**src/rtl/core/eci_pkg.sv**
```systemverilog
package eci_pkg;

   // Input progress is unsigned Q1.16 with one integer bit.
   localparam int PROG_FRAC_BITS = 16;
   localparam int PROG_W         = PROG_FRAC_BITS + 1;
   localparam logic [PROG_W-1:0] PROG_ONE  = PROG_W'(1) << PROG_FRAC_BITS;
   localparam logic [PROG_W-1:0] PROG_HALF = PROG_W'(1) << (PROG_FRAC_BITS - 1);

   // Cell counts of the three chains.
   localparam int ITERS     = 16;
   localparam int DIV_STEPS = 32;

   localparam logic signed [33:0] CORDIC_GAIN = 34'sd652032874;
   localparam logic signed [31:0] LOG2E_Q30   = 32'sd1549082005;
   localparam logic [31:0]        ONE_Q30     = 32'h4000_0000;
   localparam logic [31:0]        ANG_QUARTER = 32'h4000_0000;
   localparam logic [31:0]        ANG_HALF    = 32'h8000_0000;

   // atan(2^-i) in Q0.32 turns.
   localparam logic [31:0] ATAN_TURNS [ITERS] = '{
      32'h20000000, 32'h12E4051E, 32'h09FB385B, 32'h051111D4,
      32'h028B0D43, 32'h0145D7E1, 32'h00A2F61E, 32'h00517C55,
      32'h0028BE53, 32'h00145F2F, 32'h000A2F98, 32'h000517CC,
      32'h00028BE6, 32'h000145F3, 32'h0000A2FA, 32'h0000517D
   };

   // Register indexes of the control port.
   localparam logic [2:0] REG_START_VALUE = 3'd0;
   localparam logic [2:0] REG_END_VALUE   = 3'd1;
   localparam logic [2:0] REG_CURVE_MODE  = 3'd2;
   localparam logic [2:0] REG_FREQUENCY   = 3'd3;
   localparam logic [2:0] REG_PHASE_TURNS = 3'd4;
   localparam logic [2:0] REG_STEEPNESS   = 3'd5;

   typedef enum logic [1:0] {
      MODE_CONSTANT = 2'd0,
      MODE_LINEAR   = 2'd1,
      MODE_SINE     = 2'd2,
      MODE_LOGISTIC = 2'd3
   } curve_mode_type;

   typedef struct packed {
      logic signed [33:0] x;
      logic signed [33:0] y;
      logic signed [32:0] z;
   } cordic_state_type;

   typedef struct packed {
      logic [30:0] m;
      logic [ITERS-1:0] f;
   } exp_state_type;

   typedef struct packed {
      logic [31:0] rem;
      logic [31:0] dvs;
      logic [31:0] dsr;
      logic [31:0] quo;
   } div_state_type;

   typedef struct packed {
      logic [31:0]       mant;
      logic signed [8:0] expo;
   } mant_exp_type;

   // 2^(2^-j) in Q2.30: repeated floored square root starting from 2.0.
   function automatic logic [31:0] eci_root(input int j);
      longint unsigned v;
      longint unsigned r;
      longint unsigned bit_v;
      longint unsigned rt;
      rt = 64'd1 << 31;
      for (int s = 1; s <= j; s++) begin
         v     = rt << 30;
         r     = 0;
         bit_v = 64'd1 << 62;
         for (int i = 0; i < 32; i++) begin
            if (v >= r + bit_v) begin
               v = v - (r + bit_v);
               r = (r >> 1) + bit_v;
            end else begin
               r = r >> 1;
            end
            bit_v = bit_v >> 2;
         end
         rt = r;
      end
      return rt[31:0];
   endfunction

endpackage

```
**src/rtl/core/eci_div_cell.sv**
```systemverilog
module eci_div_cell import eci_pkg::*; (
   input  logic          clock,
   input  logic          adv,
   input  div_state_type st_i,
   output div_state_type st_o
);

   div_state_type st_ff;
   div_state_type st_in;
   logic [32:0]   trial;
   logic [32:0]   diff;

   always_comb begin
      trial     = {st_i.rem, st_i.dsr[31]};
      diff      = trial - {1'b0, st_i.dvs};
      st_in.dvs = st_i.dvs;
      st_in.dsr = {st_i.dsr[30:0], 1'b0};
      // restoring step: keep the difference when the divisor fits
      if (trial >= {1'b0, st_i.dvs}) begin
         st_in.rem = diff[31:0];
         st_in.quo = {st_i.quo[30:0], 1'b1};
      end else begin
         st_in.rem = trial[31:0];
         st_in.quo = {st_i.quo[30:0], 1'b0};
      end
   end

   always_ff @(posedge clock) begin
      if (adv) begin
         st_ff <= st_in;
      end
   end

   assign st_o = st_ff;

endmodule

```
**config.mk**
```make
export PLATFORM = sky130hd
export DESIGN_NAME = eci_div_cell
export DESIGN_NICKNAME = d
export VERILOG_FILES = /design/src/rtl/core/eci_pkg.sv /design/src/rtl/core/eci_div_cell.sv
export SDC_FILE = /design/constraint.sdc
export NUM_CORES = 1
export LEC_CHECK = 0
export ABC_AREA = 1
export BUFFER_PORTS_ARGS = -buffer_cell sky130_fd_sc_hd__clkbuf_2
export CAP_MARGIN = 0
export CORE_MARGIN = 2
export CORE_UTILIZATION = 54
export DETAILED_ROUTE_END_ITERATION = 8
export GPL_TIMING_DRIVEN = 0
export HOLD_SLACK_MARGIN = 0.08
export PLACE_DENSITY = 0.95
export SLEW_MARGIN = 20
export SYNTH_ARGS = -nofsm -noshare
export SYNTH_HDL_FRONTEND = slang
export SYNTH_SLANG_ARGS = --single-unit
```
**constraint.sdc**
```tcl
create_clock -name clock -period 5.8 [get_ports clock]
set_input_delay 1.45 -clock clock [delete_from_list [all_inputs] [get_ports clock]]
set_output_delay 1.45 -clock clock [all_outputs]
set_load 0.03 [all_outputs]
```
Word level (Yosys, flattened, before mapping)
Cells that the tools add are included.

Bits in registers: 127. Input port bits: 130. Output and inout port bits: 128.

Add/sub/neg operators: 1. $lt $le $gt $ge: 1. Multiplexer cells: 2.

Operator list (count): $ge A33 B32 Y1 (1); $mux W32 (1); $sub A32 B32 Y32 (1); $mux W1 (1).

Longest topological paths before layout
Depth in word-level cells: 2. Mapped depth: 16. Depth with buffers taken out: 14.

Least setup slack after synthesis
Ideal clock, no wire load.

Kind: input port to flip-flop. Start: in st_i[63] (netlist name). End: reg st_ff (netlist bit st_o[112]), data pin. Library setup time: 0.252 ns. Arrival: 2.810 ns. Required time: 5.548 ns. Slack: 2.737 ns. Cell stages on the path: 13. Buffers on the path: 0. Cells stage by stage: inv_1 -> ha_1 -> fa_1 -> inv_1 -> nand3_1 -> nand3_1 -> nand2_1 -> nand3_1 -> nand3_1 -> nand2_1 -> nand2_1 -> nand3_2 -> nand2_1.

RTL lines: start: declaration (RTL line eci_div_cell.sv:4) `input div_state_type st_i,`; end signal: assignment (RTL line eci_div_cell.sv:30) `st_ff <= st_in;`; end: declaration (RTL line eci_div_cell.sv:8) `div_state_type st_ff;`.

==> summary.txt <==
Cell Area, Synth - 7020 sq um
Postcts setup bufs - 0
Yosys warns - 0
Largest net degree at the start of global routing - 84
Setup crit end kind - flip-flop
Tcrit/Tclk final - 0.535
Delay-heaviest family, CP - simple AND/OR/NAND/NOR gates
WP buf/inv - 3
# port buffers - 255
Clock sink total - 127
Total power - 2.86 mW
Critical Path AT - 3.29 ns
P_leak - 4.79 nW
# IOs - 258
Post-Synthesis Cells - 781
Most frequent CP cell - nand2_1
Final setup viols - 0
Distinct cell type count of the synthesized netlist - 31
Max incr delay on CP - 0.41 ns
Placer Congestion - 0.923
Avg Cell Area, Syn - 8.99 sq um
Post-CTS resize count - 0
Post-detail-place hpwl - 15,700 microns
Core Footprint - 12,700 sq um
Hold buffers post-CTS - 0
Largest vdd supply drop - 0.155 mV
#FFs+latches synth - 127
Max FO, Critical Path - 3
Top sig layer - met4
Die width - 118 microns
Starting density of the core - 0.554
Slew Viols, Final - 0
Status - completed
RSZ-0062 raised after global routing - no
Row cnt - 41
DRC viols - 0
TNS Setup - 0 ns
Inserted Clock Buffers - 17
Initial drt markers - 457
CTS root buf - clkbuf_16
Initial antenna violation count - 0
Routed len/inst - 16.5 microns
Die height - 118 microns
Tmin final - 3.10 ns
CTS tree - built
Max Cap Viol - 0
Hold Fails Final Rpt - 0
Met3 WL - 1510 microns
Global-route wire length before repair - 31,900 microns
Post-DP Area - 8550 sq um
Clock transition at path regs - 0.06 ns
Layout cells sized above 1 - 0.308
Die ar. - 13,900 sq um
Vias per Instance - 5.01
Met1 WL - 7980 microns
DR vias - 6,212
Design Area, Final - 9120 sq um
Fmax - 0.322 GHz
WL met2 - 10,200 microns
Routed WL - 20,500 microns
Crit path kind - in2reg
CP Launch Type - input pin
CTS Buffer Depth - 2
Sequential area share after synthesis - 0.543
Remaining antenna violation count - 0
Worst Path Required - 5.98 ns
Congestion Overflow GR - 0
Vias in the first global route - 6,133
Cell Pwr Density - 313 nW/um^2
Max FFs per register - 127
Critical-path top delay cell - fa_1
Tot GR Track Use - 0.300
Nets - 1,219
H-tree level count - 4
TritonRoute pass-1 iters - 5
CP cell instances - clkbuf_2 -> inv_1 -> ha_1 -> fa_1 -> inv_1 -> nand3_1 -> nand3_1 -> nand3_1 -> nand2_1 -> nand2_1 -> nand2_1 -> nand2_1 -> nand3_2 -> nand2_1
Ant diodes - 0
Synth-to-Final Area Change - 29.9%
Worst hold path class - in2reg
Syn Nets - 944
cells in the final DEF (no fill, tap or decap), types with 2 or more instances in the layout:
master / instances
and2_1: 8
nand3b_1: 10
clkinvlp_4: 5
ha_1: 32
nand3_2: 16
xor2_1: 13
nand2_2: 4
nand2_1: 276
clkbuf_16: 17
nor2_2: 5
buf_2: 7
inv_1: 149
clkinv_1: 2
nor3_1: 6
edfxtp_1: 127
nand3_1: 52
bufinv_16: 2
inv_2: 3
clkinv_4: 3
nor3_2: 2
nand4_1: 2
o21ai_0: 2
clkbuf_2: 254
a21oi_1: 21
nor2_1: 34
kinds of logic (layout without fill, tap and decap cells):
kind of cell	Yosys count	after routing	share of synthesized area
adders and majority gates	33	33	0.0599
AOI/OAI and AO/OA	24	24	0.0175
buffers and inverters	163	450	0.0939
DFF	127	127	0.543
other	1	1	0.000534
and+or+nand+nor	419	419	0.267
xor gates and xnor gates	14	14	0.0175
where the power goes:
group,internal [mW],switching (mW)
Clock,0.627,0.401
Sequential,1.12,0.0275
Combinational,0.204,0.477
Total,1.95,0.906
final timing paths:
kind | startpoint | to | slack, ns | depth (start not counted)
worst max-delay path | st_i[63] | st_o[124]$_DFFE_PP_ | 2.70 | 14
worst min-delay path | st_i[54] | st_o[55]$_DFFE_PP_ | 1.20 | 1
cell usage after synthesis, drive strengths merged:
library cell	instances	area (sq um)
nand2	282	1090
inv	152	571
edfxtp	127	3810
nand3	68	420
nor2	40	170
ha	32	400
a21oi	21	105
xor2	13	114
buf	11	88.8
nand3b	10	75.1
and2	8	50.1
nor3	8	50.1
nand4	2	12.5
o21ai	2	10.0
conb	1	3.75
fa	1	20.0
o21bai	1	7.51
or2	1	6.26
xnor2	1	8.76
stage by stage:
step	cells	worst slack, ns	utilization	hold WS, ns
2_1_floorplan	781	2.74	-	1.55
6_report	1240	2.70	0.720	1.20
4_1_cts	1240	2.70	0.720	1.19
3_5_place_dp	1209	2.27	0.675	1.63
5_1_grt	1240	2.46	0.720	1.19
3_3_place_gp	1208	1.74	0.672	1.63
final cells by class:
| type | count | area [sq um] |
|---|---|---|
| flip-flops and latches | 127 | 3810 |
| fillers | 953 | 3550 |
| multi-input cells | 491 | 2550 |
| repair buffers | 256 | 1310 |
| inverters | 152 | 571 |
| clock buffers | 17 | 425 |
| well taps | 172 | 215 |
| clock inverters | 14 | 145 |
| plain buffers | 11 | 88.8 |
metal layers:
layer  vias up  GRT usage
li1       3033          -
met1      2841      0.345
met2       282      0.527
met3        56     0.0698
met4         0      0.144
met5         -          0
No activity file was read; power rests on OpenSTA's default activity.
