<file path="src/rtl/core/eci_pkg.sv">
package eci_pkg;

   // Input progress is unsigned Q1.16 with one integer bit.
   localparam int PROG_FRAC_BITS = 16;
   localparam int PROG_W         = PROG_FRAC_BITS + 1;
   localparam logic [PROG_W-1:0] PROG_ONE  = PROG_W'(1) << PROG_FRAC_BITS;
   localparam logic [PROG_W-1:0] PROG_HALF = PROG_W'(1) << (PROG_FRAC_BITS - 1);

   // Cell counts of the three chains.
   localparam int ITERS     = 16;
   localparam int DIV_STEPS = 32;

   localparam logic signed [33:0] CORDIC_GAIN = 34'sd652032874;
   localparam logic signed [31:0] LOG2E_Q30   = 32'sd1549082005;
   localparam logic [31:0]        ONE_Q30     = 32'h4000_0000;
   localparam logic [31:0]        ANG_QUARTER = 32'h4000_0000;
   localparam logic [31:0]        ANG_HALF    = 32'h8000_0000;

   // atan(2^-i) in Q0.32 turns.
   localparam logic [31:0] ATAN_TURNS [ITERS] = '{
      32'h20000000, 32'h12E4051E, 32'h09FB385B, 32'h051111D4,
      32'h028B0D43, 32'h0145D7E1, 32'h00A2F61E, 32'h00517C55,
      32'h0028BE53, 32'h00145F2F, 32'h000A2F98, 32'h000517CC,
      32'h00028BE6, 32'h000145F3, 32'h0000A2FA, 32'h0000517D
   };

   // Register indexes of the control port.
   localparam logic [2:0] REG_START_VALUE = 3'd0;
   localparam logic [2:0] REG_END_VALUE   = 3'd1;
   localparam logic [2:0] REG_CURVE_MODE  = 3'd2;
   localparam logic [2:0] REG_FREQUENCY   = 3'd3;
   localparam logic [2:0] REG_PHASE_TURNS = 3'd4;
   localparam logic [2:0] REG_STEEPNESS   = 3'd5;

   typedef enum logic [1:0] {
      MODE_CONSTANT = 2'd0,
      MODE_LINEAR   = 2'd1,
      MODE_SINE     = 2'd2,
      MODE_LOGISTIC = 2'd3
   } curve_mode_type;

   typedef struct packed {
      logic signed [33:0] x;
      logic signed [33:0] y;
      logic signed [32:0] z;
   } cordic_state_type;

   typedef struct packed {
      logic [30:0] m;
      logic [ITERS-1:0] f;
   } exp_state_type;

   typedef struct packed {
      logic [31:0] rem;
      logic [31:0] dvs;
      logic [31:0] dsr;
      logic [31:0] quo;
   } div_state_type;

   typedef struct packed {
      logic [31:0]       mant;
      logic signed [8:0] expo;
   } mant_exp_type;

   // 2^(2^-j) in Q2.30: repeated floored square root starting from 2.0.
   function automatic logic [31:0] eci_root(input int j);
      longint unsigned v;
      longint unsigned r;
      longint unsigned bit_v;
      longint unsigned rt;
      rt = 64'd1 << 31;
      for (int s = 1; s <= j; s++) begin
         v     = rt << 30;
         r     = 0;
         bit_v = 64'd1 << 62;
         for (int i = 0; i < 32; i++) begin
            if (v >= r + bit_v) begin
               v = v - (r + bit_v);
               r = (r >> 1) + bit_v;
            end else begin
               r = r >> 1;
            end
            bit_v = bit_v >> 2;
         end
         rt = r;
      end
      return rt[31:0];
   endfunction

endpackage

</file>
<file path="src/rtl/core/eci_exp_cell.sv">
module eci_exp_cell import eci_pkg::*; (
   input  logic          clock,
   input  logic          adv,
   input  logic [30:0]   root_i,
   input  exp_state_type st_i,
   output exp_state_type st_o
);

   exp_state_type st_ff;
   exp_state_type st_in;
   logic [61:0]   prod;

   always_comb begin
      prod     = {31'b0, st_i.m} * {31'b0, root_i};
      // fold in this fraction bit's root, then advance the fraction
      st_in.m  = st_i.f[ITERS-1] ? prod[60:30] : st_i.m;
      st_in.f  = {st_i.f[ITERS-2:0], 1'b0};
   end

   always_ff @(posedge clock) begin
      if (adv) begin
         st_ff <= st_in;
      end
   end

   assign st_o = st_ff;

endmodule

</file>
<file path="config.mk">
export PLATFORM = sky130hd
export DESIGN_NAME = eci_exp_cell
export DESIGN_NICKNAME = d
export VERILOG_FILES = /design/src/rtl/core/eci_pkg.sv /design/src/rtl/core/eci_exp_cell.sv
export SDC_FILE = /design/constraint.sdc
export NUM_CORES = 2
export LEC_CHECK = 0
export BUFFER_PORTS_ARGS = -buffer_cell sky130_fd_sc_hd__buf_4
export CAP_MARGIN = 40
export CORE_UTILIZATION = 40
export CTS_CLUSTER_DIAMETER = 60
export DETAILED_ROUTE_END_ITERATION = 16
export PLACE_DENSITY_LB_ADDON = 0.12
export SYNTH_ARGS = -nofsm -noshare
export SYNTH_HDL_FRONTEND = slang
export SYNTH_SLANG_ARGS = --single-unit
</file>
<file path="constraint.sdc">
create_clock -name clock -period 11 [get_ports clock]
set_input_delay 0.55 -clock clock [delete_from_list [all_inputs] [get_ports clock]]
set_output_delay 0.55 -clock clock [all_outputs]
set_load 0.05 [all_outputs]
</file>
Word level (Yosys, flattened, before mapping)
Cells that the tools add are included.
- bits in registers: 46
- word-level logic and storage cells: 4
- output and inout port bits: 47
- bits of input ports: 80
- multipliers: 1
- mux-type cells: 1
- operator list (kind ; number):
    multiplier 31 x 31 -> 61 bit ; 1
    two-way mux 31 bit ; 1

Logic depth before layout (Yosys ltp)
- depth after elaboration: 2
- mapped depth: 28
- depth with buffers taken out: 26

Worst setup path before layout
No wires, ideal clock.
- path type: in2reg
- from: in st_i[45] in the netlist's numbering
- to: reg st_ff (netlist bit st_o[42]), data pin
- required time: 10.740 ns
- setup slack: 3.620 ns
- cell stages on the path: 27
- data arrival time: 7.120 ns
- setup time: 0.260 ns
- path buffers: 2
- path through: clkbuf_1 > nand2_1 > fa_1 > inv_1 > fa_1 > fa_1 > inv_1 > fa_1 > inv_1 > fa_1 > fa_1 > fa_1 > inv_1 > fa_1 > inv_1 > ha_1 > clkbuf_1 > a21oi_1 > o21ai_0 > a31oi_1 > o21ai_1 > nor4b_2 > a21oi_2 > a221oi_2 > o21bai_1 > xor2_1 > mux2_2
- RTL lines (element ; line ; RTL):
    start, declared ; eci_exp_cell.sv:5 ; input exp_state_type st_i,
    end signal, assigned ; eci_exp_cell.sv:22 ; st_ff <= st_in;
    end, declared ; eci_exp_cell.sv:9 ; exp_state_type st_ff;

==> reports/results.txt <==
Pre-Repair DR Iteration Count -> 5
Final Critical Period -> 8450 ps
Site Rows -> 103
Status -> completed
Final wirelength -> 99600 um
Hold_buf cts -> 0
CTS Buffer Depth -> 2
Simple-gate portion of the synthesized area -> 0.169
Ys Warns -> 0
RSZ-0062 raised after global routing -> false
Drt wl/cell -> 22.7 um
Multi-input gate area -> 27000 sq um
Die width -> 285 um
Hold Fails Final Rpt -> 0
Number of max-cap violations -> 0
CTS root buffer -> clkbuf_16
# port buffers -> 125
CTS clk-pin slew, worst paths -> 70 ps
Io pins -> 127
Tot GR Track Use -> 0.256
DP Wirelength -> 72400 um
Seq. cell area -> 1380 sq um
Slowest-stage cell, CP -> fa_1
Post-route setup TNS -> 0 ps
Setup violators final -> 0
Relative slew slack -> 0.569
Synthesized flop and latch total -> 46
Syn Nets -> 4568
Post-synthesis cell count -> 3407
Primary FF master, synth -> edfxtp_1
Vias in the first global route -> 25900
Post-CTS Setup Bufs -> 0
Starting Density -> 0.406
Adder-cell area share of the yosys netlist -> 0.617
Slowest cell delay on critical path -> 580 ps
Commonest non-fill, non-tap cell in the layout -> fa_1
Largest family of logic cells by synthesized area -> adder cells
CP Class -> input pin to flip-flop
Largest net degree at the start of global routing -> 47
Actual slew at the worst max-slew pin -> 644 ps
Delay-heaviest family, CP -> adder cells
GRT Residual Overflow -> 0
Die Y -> 285 um
# resized after CTS -> 0
H-tree lvl count -> 2
Commonest cells after routing, fill and taps aside -> fa_1, inv_1, and2_1, nand2_1, ha_1
Mapped Area -> 32100 sq um
Fin crit share -> 0.768
Syn Area/Cell -> 9.42 sq um
Share of cells above drive strength 1 -> 0.0533
Worst EP required -> 11060 ps
CP arrival -> 8510 ps
Cell Chain, Critical Path -> buf_4, and2_1, fa_1, fa_1, inv_1, fa_1, fa_1, fa_1, inv_1, fa_1, fa_1, fa_1, ha_1, and4_1, nand4_1, nor3_1, o21ai_0, a21boi_2, o221ai_2, nor3_1, nor2_1, xnor2_1, mux2_2
Synth Area in XOR/XNOR -> 0.00928
Clk sinks -> 46
Core area -> 79100 sq um
Final Max Slew Viols -> 0
CTS tree -> yes
Area fraction in compound gates after synthesis -> 0.0370
Vias per std cell -> 5.24
Worst hold path class -> input pin to flip-flop
CP max FO -> 32
Peak Freq -> 118 MHz
Number of CTS-inserted buffers -> 5
P&R area growth vs syn -> 5.15%
Antenna viol nets, final -> 0
CP endpoint kind -> flip-flop
Largest register FFs -> 46
CP bufs+invs -> 3
Crit. Startpoint -> st_i[31]
Multiplexer share of the synthesized area -> 0.00975
Number of flops mapped to enable cells by yosys -> 46
Hold path startpoint -> st_i[12]
Critical Path Start Type -> input pin
Fillers -> 7887
Sequential element share of the synthesized area -> 0.0430
Nets@finish -> 4502
Initial antenna violation count -> 4
Global placement routability congestion -> 0.878
Global-route wire length before repair -> 157000 um
Drc violations -> 0
Die ar. -> 81400 sq um
DR iter-0 viols -> 1557
Worst path most repeated cell -> fa_1
Asr flop ratio synth -> 0
Vias -> 23000
Unique cell type count in the Yosys netlist -> 62
## area by class of cell
class | instances | share of cell area
flip-flops and latches | 46 | 0.0409
inverters | 773 | 0.0860
diodes | 1 | 0.0000741
multi-input cells | 2387 | 0.801
repair buffers | 128 | 0.0282
well taps | 1050 | 0.0389
clock buffers | 7 | 0.00393
clock inverters | 1 | 0.000890
## synth_stat cells (2+ instances only)
master / n / area (sq um)
buf_6: 2 / 22.5
a2bb2oi_1: 2 / 17.5
o22ai_1: 3 / 18.8
o21a_1: 10 / 75.1
and3_1: 4 / 25.0
nand2b_1: 8 / 50.1
fa_1: 835 / 16700
ha_1: 246 / 3080
nor2_1: 23 / 86.3
nor2b_1: 3 / 18.8
mux2i_1: 2 / 20.0
nand4_1: 14 / 87.6
xor2_1: 11 / 96.3
or3_1: 3 / 18.8
nand3b_1: 2 / 15.0
nand3_1: 11 / 55.1
a21oi_2: 2 / 17.5
a31oi_1: 6 / 37.5
and4_1: 2 / 17.5
a31o_2: 3 / 26.3
nand2_1: 494 / 1850
mux2_2: 25 / 282
o21bai_1: 6 / 45.0
a21boi_2: 2 / 22.5
o21ai_0: 20 / 100
a21oi_1: 50 / 250
buf_2: 5 / 25.0
or2_2: 2 / 12.5
a2111oi_0: 3 / 26.3
clkbuf_1: 193 / 724
edfxtp_1: 46 / 1380
o211ai_1: 4 / 30.0
a221oi_2: 4 / 60.1
nor3_1: 7 / 35.0
and2_1: 496 / 3100
xnor2_1: 23 / 201
a211oi_1: 2 / 15.0
a21o_1: 35 / 263
o21ai_1: 2 / 10.0
a221oi_1: 2 / 17.5
inv_1: 773 / 2900
## kinds of logic after synthesis
family          Yosys count
xor+xnor                 34
compound gates          168
buf+inv                 974
other cells               1
flops                    46
simple gates           1075
mux                      28
fa+ha+maj              1081
## metal layers
layer	track usage	vias to the layer above	share of wire
met5	0.00581	-	0.00073
li1	-	9753	-
met4	0.0537	4	0.020
met3	0.0430	114	0.080
met2	0.400	946	0.45
met1	0.372	12200	0.45
## path summary, 6_finish.rpt
check / slack [ps] / end / depth (start not counted)
worst max-delay path: 2550 / st_o[31] / 23
worst min-delay path: 420 / st_o[13] / 1
## stage by stage
stage                     setup slack [ps]  hold WS, ps  instances   util  area, sq um
after detailed placement              2350          729       4384  0.424        33600
after CTS                             2630          411       4392  0.427        33700
after floorplan                       3620          649       3407      -        32100
final                                 2550          424       4393  0.427        33800
after global routing                  2330          415       4392  0.427        33700
after global placement                2120          728       4382  0.424        33600
Power is left out: the tool's default activity adds up to more than one toggle a clock period on the data nets, which glitch-free logic cannot reach.
